===== src/design/assert_macros.svh =====
// assertion macros used by the top-level design file
`ifndef ASSERT_MACROS_SVH
`define ASSERT_MACROS_SVH

// check that holds outside reset
`define CHK_ASSERT(lbl, clk, rst_n, prop, msg) \
    lbl: assert property (@(posedge clk) disable iff (!rst_n) (prop)) else $error(msg);

// check that also holds across reset
`define CHK_ASSERT_ALWAYS(lbl, clk, prop, msg) \
    lbl: assert property (@(posedge clk) (prop)) else $error(msg);

`endif


===== src/design/rea_pkg.sv =====
// shared types and codes of the range endpoint accumulator
package rea_pkg;

    localparam int SYM_W = 21;

    localparam logic [1:0] OP_INSERT = 2'd0;
    localparam logic [1:0] OP_MERGE  = 2'd1;
    localparam logic [1:0] OP_SPLIT  = 2'd2;

    localparam logic [1:0] ST_OK     = 2'd0;
    localparam logic [1:0] ST_RANGE  = 2'd1;
    localparam logic [1:0] ST_EMPTY  = 2'd2;
    localparam logic [1:0] ST_REJECT = 2'd3;

    typedef struct packed {
        logic [1:0]       operation;
        logic [SYM_W-1:0] range_low;
        logic [SYM_W-1:0] range_high;
    } t_in_beat;

    typedef struct packed {
        logic [SYM_W-1:0] out_low;
        logic [SYM_W-1:0] out_high;
        logic [1:0]       status;
        logic             last;
    } t_out_beat;

    typedef struct packed {
        logic load;
        logic put_lo;
        logic put_hi;
        logic step;
        logic emit_ok;
        logic emit_rej;
        logic flush;
    } t_cmd;

    typedef struct packed {
        logic ok;
        logic empty;
        logic sweep_end;
        logic out_free;
    } t_sts;

endpackage


===== src/design/rea_ctrl.sv =====
// controller state machine of the range endpoint accumulator
module rea_ctrl import rea_pkg::*; (
    input  logic       i_clk,
    input  logic       i_rst_n,
    input  logic       i_in_valid,
    input  logic [1:0] i_op,
    input  t_sts       i_sts,
    output logic       o_in_ready,
    output t_cmd       o_cmd
);

    typedef enum logic [2:0] {
        S_IDLE,
        S_CHECK,
        S_HI,
        S_SWEEP,
        S_FLUSH
    } t_state;

    t_state r_state, n_state;

    always_comb begin
        n_state    = r_state;
        o_cmd      = '0;
        o_in_ready = 1'b0;
        case (r_state)
            S_IDLE: begin
                o_in_ready = 1'b1;
                if (i_in_valid) begin
                    o_cmd.load = 1'b1;
                    case (i_op)
                        OP_INSERT:         n_state = S_CHECK;
                        OP_MERGE, OP_SPLIT: n_state = S_SWEEP;
                        default:           n_state = S_IDLE;
                    endcase
                end
            end
            S_CHECK: begin
                if (i_sts.ok) begin
                    o_cmd.put_lo = 1'b1;
                    n_state      = S_HI;
                end else if (i_sts.out_free) begin
                    o_cmd.emit_rej = 1'b1;
                    n_state        = S_IDLE;
                end
            end
            S_HI: begin
                if (i_sts.out_free) begin
                    o_cmd.put_hi  = 1'b1;
                    o_cmd.emit_ok = 1'b1;
                    n_state       = S_IDLE;
                end
            end
            S_SWEEP: begin
                if (i_sts.empty) begin
                    n_state = S_FLUSH;
                end else if (i_sts.out_free) begin
                    o_cmd.step = 1'b1;
                    if (i_sts.sweep_end) begin
                        n_state = S_FLUSH;
                    end
                end
            end
            S_FLUSH: begin
                if (i_sts.out_free) begin
                    o_cmd.flush = 1'b1;
                    n_state     = S_IDLE;
                end
            end
            default: n_state = S_IDLE;
        endcase
    end

    always_ff @(posedge i_clk) begin
        if (!i_rst_n) begin
            r_state <= S_IDLE;
        end else begin
            r_state <= n_state;
        end
    end

endmodule


===== config.mk =====
export PLATFORM = sky130hd
export DESIGN_NAME = rea_ctrl
export DESIGN_NICKNAME = d
export VERILOG_FILES = /design/src/design/assert_macros.svh /design/src/design/rea_pkg.sv /design/src/design/rea_ctrl.sv
export SDC_FILE = /design/constraint.sdc
export NUM_CORES = 1
export LEC_CHECK = 0
export BUFFER_PORTS_ARGS = -buffer_cell sky130_fd_sc_hd__clkbuf_2
export CAP_MARGIN = 0
export CELL_PAD_IN_SITES_DETAIL_PLACEMENT = 2
export CELL_PAD_IN_SITES_GLOBAL_PLACEMENT = 2
export CORE_UTILIZATION = 20
export CTS_BUF_LIST = sky130_fd_sc_hd__clkbuf_4 sky130_fd_sc_hd__clkbuf_8
export CTS_CLUSTER_DIAMETER = 40
export CTS_CLUSTER_SIZE = 24
export DETAILED_ROUTE_END_ITERATION = 10
export GPL_ROUTABILITY_DRIVEN = 0
export MAX_ROUTING_LAYER = met4
export PLACE_DENSITY_LB_ADDON = 0.3
export SKIP_CTS_REPAIR_TIMING = 1
export SYNTH_ARGS = -nofsm -noshare
export SYNTH_HDL_FRONTEND = slang
export SYNTH_SLANG_ARGS = --single-unit

===== constraint.sdc =====
create_clock -name i_clk -period 1 [get_ports i_clk]
set_clock_uncertainty 0.05 [all_clocks]
set_input_delay 0.1 -clock i_clk [delete_from_list [all_inputs] [get_ports i_clk]]
set_output_delay 0.1 -clock i_clk [all_outputs]
set_load 0.02 [all_outputs]

== Word level (Yosys, flattened, before mapping) ==
Index checks and enable logic that the tools add are counted.
Word-level totals
  word-level logic and storage cells: 35
  flip-flop bits (word level): 3
Operators by class
  equal/unequal tests: 9
  reductions and logical operators: 5
  muxes and demuxes: 20
Operators with widths (number)
  3-bit two-way mux: 6
  1-bit two-way mux: 12
  3-bit case mux with 4 select lines: 1
  3-bit by 2-bit == test with 1-bit output (second input constant): 2
  3-bit != test (second input constant): 2
  2-bit case mux with 2 select lines: 1
  2-bit OR reduction: 2
  3-bit by 1-bit == test with 1-bit output (second input constant): 1
  3-bit == test (second input constant): 1
  3-bit logical NOT: 1
  3-bit AND reduction: 1
  2-bit by 1-bit == test with 1-bit output (second input constant): 1
  2-bit == test (second input constant): 1
  2-bit logical NOT: 1
  2-bit != test (second input constant): 1

== Logic depth before layout (Yosys ltp) ==
Gate-level depths: netlist of the first run.
  word-level depth: 5
  gate-level depth with buffers: 4
  depth with buffers taken out: 4

== Worst setup path before layout of the first run ==
Ideal clock, no wire load.
  path kind: register -> output
  start: register r_state[0]
  end: output o_cmd[4] in the netlist's numbering
  arrival time: 1.554 ns
  buffers on the path: 2
  path slack: -0.704 ns
  stages on the path, launching flop included: 4
  data required time: 0.850 ns
  cell sequence: dfxtp_1 buf_2 nor4bb_1 buf_4
RTL lines
  start, declared: line rea_ctrl.sv:20  | t_state r_state, n_state;
  start signal, assigned: line rea_ctrl.sv:78  | r_state <= n_state;
  end, declared: line rea_ctrl.sv:9  | output t_cmd o_cmd

== Final worst setup path of the first run ==
  start: register r_state[0]
  end: register r_state[0]
Between the ends
  longest elaborated chain between the ends: 3
RTL lines
  3-bit == test (tied with other cells): line rea_ctrl.sv:26  | case (r_state)
  2-bit OR reduction (no source line) (tied with other cells)
  3-bit case mux with 4 select lines or 3-bit AND reduction (tied branches)
Several ways; a longest one is shown, not always the timed one.
A chain may end at the register's enable or synchronous reset.

==> results of run 1 <==
==> per-layer routing <==
metal	global-route usage [%]	vias up	wire length, um
met5	-	-	0
met4	7.76	0	0
met3	3.41	0	21
met2	29.5	8	761
met1	17.6	175	550
li1	-	187	-
==> power by group through the flow <==
stage	combinational, uW	sequential [uW]	clock, uW
2_1_floorplan	199	149	0
3_3_place_gp	289	158	0
3_5_place_dp	305	162	0
4_1_cts	306	160	246
5_1_grt	426	164	266
6_report	399	162	236
==> synthesized netlist by cell type <==
master     number  area, um^2
buf_4           1        7.51
clkbuf_4        1        7.51
ha_1            1        12.5
nor3b_2         1        12.5
nor3b_1         1        7.51
nor4bb_1        1        10.0
nand3_1         1        5.00
nor3_1          1        5.00
nand2_1         1        3.75
o41ai_1         1        8.76
dfxtp_1         3        60.1
nor4b_1         2        17.5
o21a_1          1        7.51
o21ai_0         2        10.0
and3_1          2        12.5
o211a_1         1        10.0
or3_1           1        6.26
mux2_2          1        11.3
buf_2           1        5.00
inv_1           1        3.75
and3_4          1        11.3
a31oi_1         1        6.26
o2bb2ai_1       1        8.76
nor2_1          2        7.51
and4b_1         1        10.0
nor3_2          1        10.0
and2_1          1        6.26
==> path summary, 6_finish.rpt <==
| kind | from | depth (start not counted) | to | slack, ns |
|---|---|---|---|---|
| worst max register to register | r_state[0] | 4 | r_state[0] | -0.39 |
| worst min register to register | r_state[2] | 2 | r_state[2] | 0.64 |
| worst max-delay path | r_state[0] | 4 | r_state[0] | -0.39 |
| worst min-delay path | i_rst_n | 2 | r_state[1] | 0.11 |
==> metrics by stage <==
stage | util, % | hold WS (ns) | power, uW | setup TNS, ns
2_1_floorplan | - | 0.167 | 348 | -0.848
3_3_place_gp | 35.7 | 0.302 | 448 | -1.07
3_5_place_dp | 35.7 | 0.308 | 466 | -1.59
4_1_cts | 38.0 | 0.0725 | 711 | -3.60
5_1_grt | 44.2 | 0.102 | 856 | -3.78
6_report | 44.2 | 0.105 | 797 | -3.20
==> final cells by class <==
cell class	count	area (um^2)	share of cell area (%)
inverter	1	3.75	0.645
timing repair buffer	27	193	33.1
sequential	3	68.8	11.8
multi-input combinational	26	268	46.0
clock buffer	4	30.0	5.16
tap	15	18.8	3.23
==> kinds of logic (layout without fill, tap and decap cells) <==
family	count (synthesis)	after routing	share of synthesized area, %
flops	3	3	21.1
buf+inv	4	32	8.37
compound gates	7	7	18.1
simple gates	17	17	44.1
mux	1	1	3.96
fa+ha+maj	1	1	4.40
==> flow_summary_export.csv, run 1 <==
group,metric,value,unit
outcome,status,"finished, violations left",
outcome,failed_checks,"setup timing",
placed_design,dpl_cell_area,470,um^2
floorplanning,start_util,21.6,%
timing,maxSlewViolCount,0,
placed_design,dp_hpwl,897,um
cells_and_area,largest_reg_flops,3,
logic_synthesis,ys_ff_latch,3,
worst_setup_path,cp_data_required_time,1.06,ns
cts,clock-sinks,3,
detailed_routing,vias,370,
timing,hold_viol,0,
worst_setup_path,critPathMaxStageDelay,0.36,ns
power,power.internal,525,uW
detailed_routing,drcViolationCount,0,
power,p_seq_share,20.4,%
power,switching_share,34.1,%
cts,clock_path_buffers,2,
cts,path_clk_slew,0.04,ns
worst_setup_path,cp-start-kind,"register",
worst_setup_path,cp_data_arrival_time,1.45,ns
placed_design,dp.cells,70,
worst_setup_path,path_cells,"buf_4, or3_1, o211a_1, o21a_1",
cts,cts_root_buf,"clkbuf_4",
logic_synthesis,syn_area_per_cell,8.61,um^2
floorplanning,num_io_pins,17,
worst_setup_path,cp_num_buf_inv,1,
detailed_routing,antenna_left,0,
timing,finalCriticalPeriod,1.39,ns
detailed_routing,drt_pass1_iterations,1,
floorplanning,rows,13,
global_route,grt.total_usage,16.7,%
cells_and_area,finalNonFillerCells,76,
cts,cts_tree,"built",
global_route,gr-total-overflow,0,
worst_setup_path,critPathTopFamily,"flip-flops",
timing,slew_headroom,71.4,%
worst_setup_path,crit_type,"reg -> reg",
placed_design,io_buffers,16,
timing,finalSetupViolCount,11,
cts,clk_latency,0.23,ns
floorplanning,die_w,39.7,um
global_route,grt_pass1_vias,383,
worst_setup_path,slowest_stage,"dfxtp_4",
cells_and_area,num_antenna_cells,0,
cells_and_area,largestRegisters,"r_state (3)",
power,netSwitchingPower,272,uW
power,leakage,0.000269,uW
cts,htree_levels,1,
detailed_routing,wl_per_cell,17.5,um
timing,period_share,139,%
timing,tightest_slew,0.423,ns
detailed_routing,drt-initial-drc-count,0,
cells_and_area,n_fill_cell,158,
logic_synthesis,synthDistinctLibCells,27,
power,comb_power_share,50.1,%
cells_and_area,area_growth,105,%
detailed_routing,avgViaCountPerCell,4.87,
global_route,grt_pass1_wl,1660,um
cells_and_area,drive_gt1_share,78.7,%
timing,rsz0062_at_grt,"true",
power,ir_drop,0.766,mV
cells_and_area,post-route-cell-area,582,um^2
cells_and_area,final_nets,72,
timing,fin_ws,-0.388,ns
logic_synthesis,syn_area,284,um^2
worst_hold_path,hold_path_class,"in -> reg",
cts,cts_buffers,3,
cells_and_area,layout_common_cells,"13 x buf_4, 10 x clkbuf_2, 4 x clkbuf_4, 4 x buf_6",
logic_synthesis,syn_inst,33,
global_route,antenna_found_initial,0,
floorplanning,die-area,0.00157,mm^2
cells_and_area,regMostFlops,"r_state",
logic_synthesis,syn_nets,43,
global_route,grt_max_degree,9,
logic_synthesis,yosysWarnings,0,
cells_and_area,final_common_cell,"buf_4",
power,pwr-share-clk,29.5,%
detailed_routing,wl,1330,um
power,powerDensity,1370,mW/mm^2
timing,fmax,0.720,GHz
worst_setup_path,endpoint_kind,"register",
placed_design,pre_cts_slack,-0.244,ns
flow_run,drv_cap,0,
worst_setup_path,crit_path_max_fanout,6,
floorplanning,dieHeight,39.7,um
logic_synthesis,synth-seq-area-share,21.1,%
floorplanning,core,0.00132,mm^2
Power figures use the tool's default switching activity.
==> inputs of run 2 (changes only) <==
ABC_AREA = 1   (was not set)
CORE_UTILIZATION = 16   (was 20)
==> run 2 against run 1 <==
The run still ends with setup timing left. Final area decreased by 13%. Highest routed layer unchanged. Fmax up 12%. Routed wire length shrank 31%. Critical path depth unchanged. Final cell count grew 9.2%. Power down 9.3%. Non-clock buffer count down 9. Sequential power rose by 6%. Core utilization fell by 11 points. Clock power is 3% higher. Synthesized cell count is 39% higher.
==> flow_summary_export.csv, run 2 <==
group,metric,value,unit
timing,slew_headroom,83.3,%
global_route,grt_max_degree,7,
cells_and_area,drive_gt1_share,58.2,%
floorplanning,die_w,42.7,um
floorplanning,rows,14,
outcome,failed_checks,"setup timing",
placed_design,dp_hpwl,742,um
placed_design,io_buffers,16,
timing,fin_ws,-0.238,ns
outcome,status,"finished, violations left",
floorplanning,core,0.00152,mm^2
global_route,gr-total-overflow,0,
power,powerDensity,1430,mW/mm^2
timing,tns,-1.79,ns
timing,period_share,124,%
detailed_routing,antenna_left,0,
power,leakage,0.000252,uW
worst_setup_path,crit_type,"reg -> out",
detailed_routing,drt-initial-drc-count,2,
worst_setup_path,endpoint_kind,"primary output",
logic_synthesis,synth_top_cell_by_area,"dfxtp_1",
global_route,grt_pass1_vias,345,
global_route,grt.total_usage,10.9,%
global_route,grt_pass1_wl,1480,um
cts,htree_levels,1,
cells_and_area,fin_util,33.3,%
logic_synthesis,synthDistinctLibCells,16,
cells_and_area,final_common_cell,"clkbuf_2",
logic_synthesis,ys_async_sr_fraction,0,%
logic_synthesis,syn_area_per_cell,5.77,um^2
floorplanning,num_io_pins,17,
logic_synthesis,ys_ff_latch,3,
cells_and_area,final_nets,78,
cells_and_area,post-route-cell-area,507,um^2
cells_and_area,area_growth,91.0,%
timing,rsz0062_at_grt,"true",
logic_synthesis,syn_area,265,um^2
timing,tightest_slew,0.251,ns
cts,clock_path_buffers,2,
cells_and_area,n_fill_cell,190,
cts,path_clk_slew,0.03,ns
logic_synthesis,synth-edff-count,0,
placed_design,dpl_cell_area,388,um^2
logic_synthesis,syn_nets,56,
worst_setup_path,cp_data_arrival_time,1.09,ns
floorplanning,dieHeight,42.7,um
cells_and_area,layout_common_cells,"8 x clkbuf_2, 7 x inv_1, 7 x nand2_1, 7 x buf_4, 6 x nor2_1",
timing,maxSlewViolCount,0,
detailed_routing,wl_per_cell,11.1,um
timing,finalSetupViolCount,11,
detailed_routing,drcViolationCount,0,
detailed_routing,drt_pass1_iterations,3,
power,power,723,uW
timing,finalCriticalPeriod,1.24,ns
power,ir_drop,0.933,mV
detailed_routing,avgViaCountPerCell,4.37,
worst_hold_path,hold_path_class,"in -> reg",
cells_and_area,largest_reg_flops,3,
worst_setup_path,cp-start-kind,"register",
cells_and_area,regMostFlops,"r_state",
logic_synthesis,yosys.area.top_type_share,22.6,%
cts,cts_buffers,3,
logic_synthesis,ys.flop_type,"dfxtp_1",
timing,hold_viol,0,
detailed_routing,vias,363,
global_route,antenna_found_initial,0,
floorplanning,start_util,17.4,%
logic_synthesis,syn_inst,46,
worst_setup_path,cp_data_required_time,0.85,ns
logic_synthesis,synthMostInstantiatedCell,"inv_1",
cells_and_area,num_antenna_cells,0,
logic_synthesis,synth-seq-area-share,22.6,%
cells_and_area,largestRegisters,"r_state (3)",
worst_setup_path,crit_path_max_fanout,4,
timing,fmax,0.808,GHz
detailed_routing,wl,918,um
cells_and_area,multi_input_area,219,um^2
flow_run,drv_cap,0,
cts,clock-sinks,3,
cts,clk_latency,0.23,ns
cts,cts_root_buf,"clkbuf_4",
floorplanning,die-area,0.00182,mm^2
cts,cts_tree,"built",
logic_synthesis,synthTopCellsByArea,"dfxtp_1 23%, inv_1 13%, nand3_1 11%",
logic_synthesis,yosysWarnings,0,
logic_synthesis,synth.top_cells.by_count,"9 x inv_1, 7 x nand2_1, 7 x nor2_1",
cells_and_area,seqCellArea,71.3,um^2
[run 2: cell count changes in the layout (fill, tap and decap cells not counted), sizes merged, moves of 2 or more]
cell,previous run,this run
nor4b,2,0
a21oi,0,2
nand3,1,6
inv,1,10
clkbuf,14,12
and3,3,0
nand2,1,8
nor3b,2,0
buf,17,10
nor2,2,10
[run 2: worst paths after layout]
| kind | slack, ns | end | cells past startpoint | from |
|---|---|---|---|---|
| hold reg to reg | 0.62 | r_state[0] | 4 | r_state[1] |
| setup / recovery | -0.24 | o_cmd[6] | 4 | r_state[1] |
| hold / removal | 0.07 | r_state[0] | 3 | i_rst_n |
| setup reg to reg | -0.08 | r_state[1] | 6 | r_state[1] |
[run 2: layer usage]
| layer | global-route usage, % | routed length (um) |
|---|---|---|
| met3 | 3.83 | 25 |
| met4 | 1.88 | 0 |
| met1 | 13.5 | 438 |
| met2 | 17.3 | 454 |
| met5 | - | 0 |
[run 2: layout make-up]
type | instances | share of cell area [%]
well taps | 16 | 3.95
clock buffers | 4 | 5.93
inverters | 10 | 7.90
flip-flops and latches | 3 | 14.1
repair buffers | 18 | 24.9
multi-input cells | 32 | 43.2
[run 2: kinds of logic after synthesis]
logic type / Yosys count / synth area share (%)
AO/OA/AOI/OAI: 3 / 5.66
buffers and inverters: 11 / 17.0
AND/OR/NAND/NOR: 28 / 50.0
adder cells (fa/ha/maj): 1 / 4.72
flip-flops: 3 / 22.6
[run 2: critical path: stages, from the launching register on]
cell     delay [ns]
dfxtp_4        0.36
nor2_4         0.15
nand2_2        0.09
nor2_1         0.11
buf_4          0.15
[run 2: metrics by stage]
stage	setup slack, ns	hold slack (ns)	cells
2_1_floorplan	-0.117	0.194	46
3_3_place_gp	-0.130	0.297	78
3_5_place_dp	-0.151	0.302	78
4_1_cts	-0.328	0.0554	82
5_1_grt	-0.284	0.0834	83
6_report	-0.238	0.0733	83
[run 2: power by group]
| part | total (uW) | leakage [uW] | switching (uW) | internal (uW) |
|---|---|---|---|---|
| sequential | 172 | 0.0000267 | 35.9 | 136 |
| clock | 242 | 0.0000184 | 64.9 | 177 |
| combinational | 309 | 0.000206 | 169 | 140 |
| total | 723 | 0.000252 | 269 | 453 |
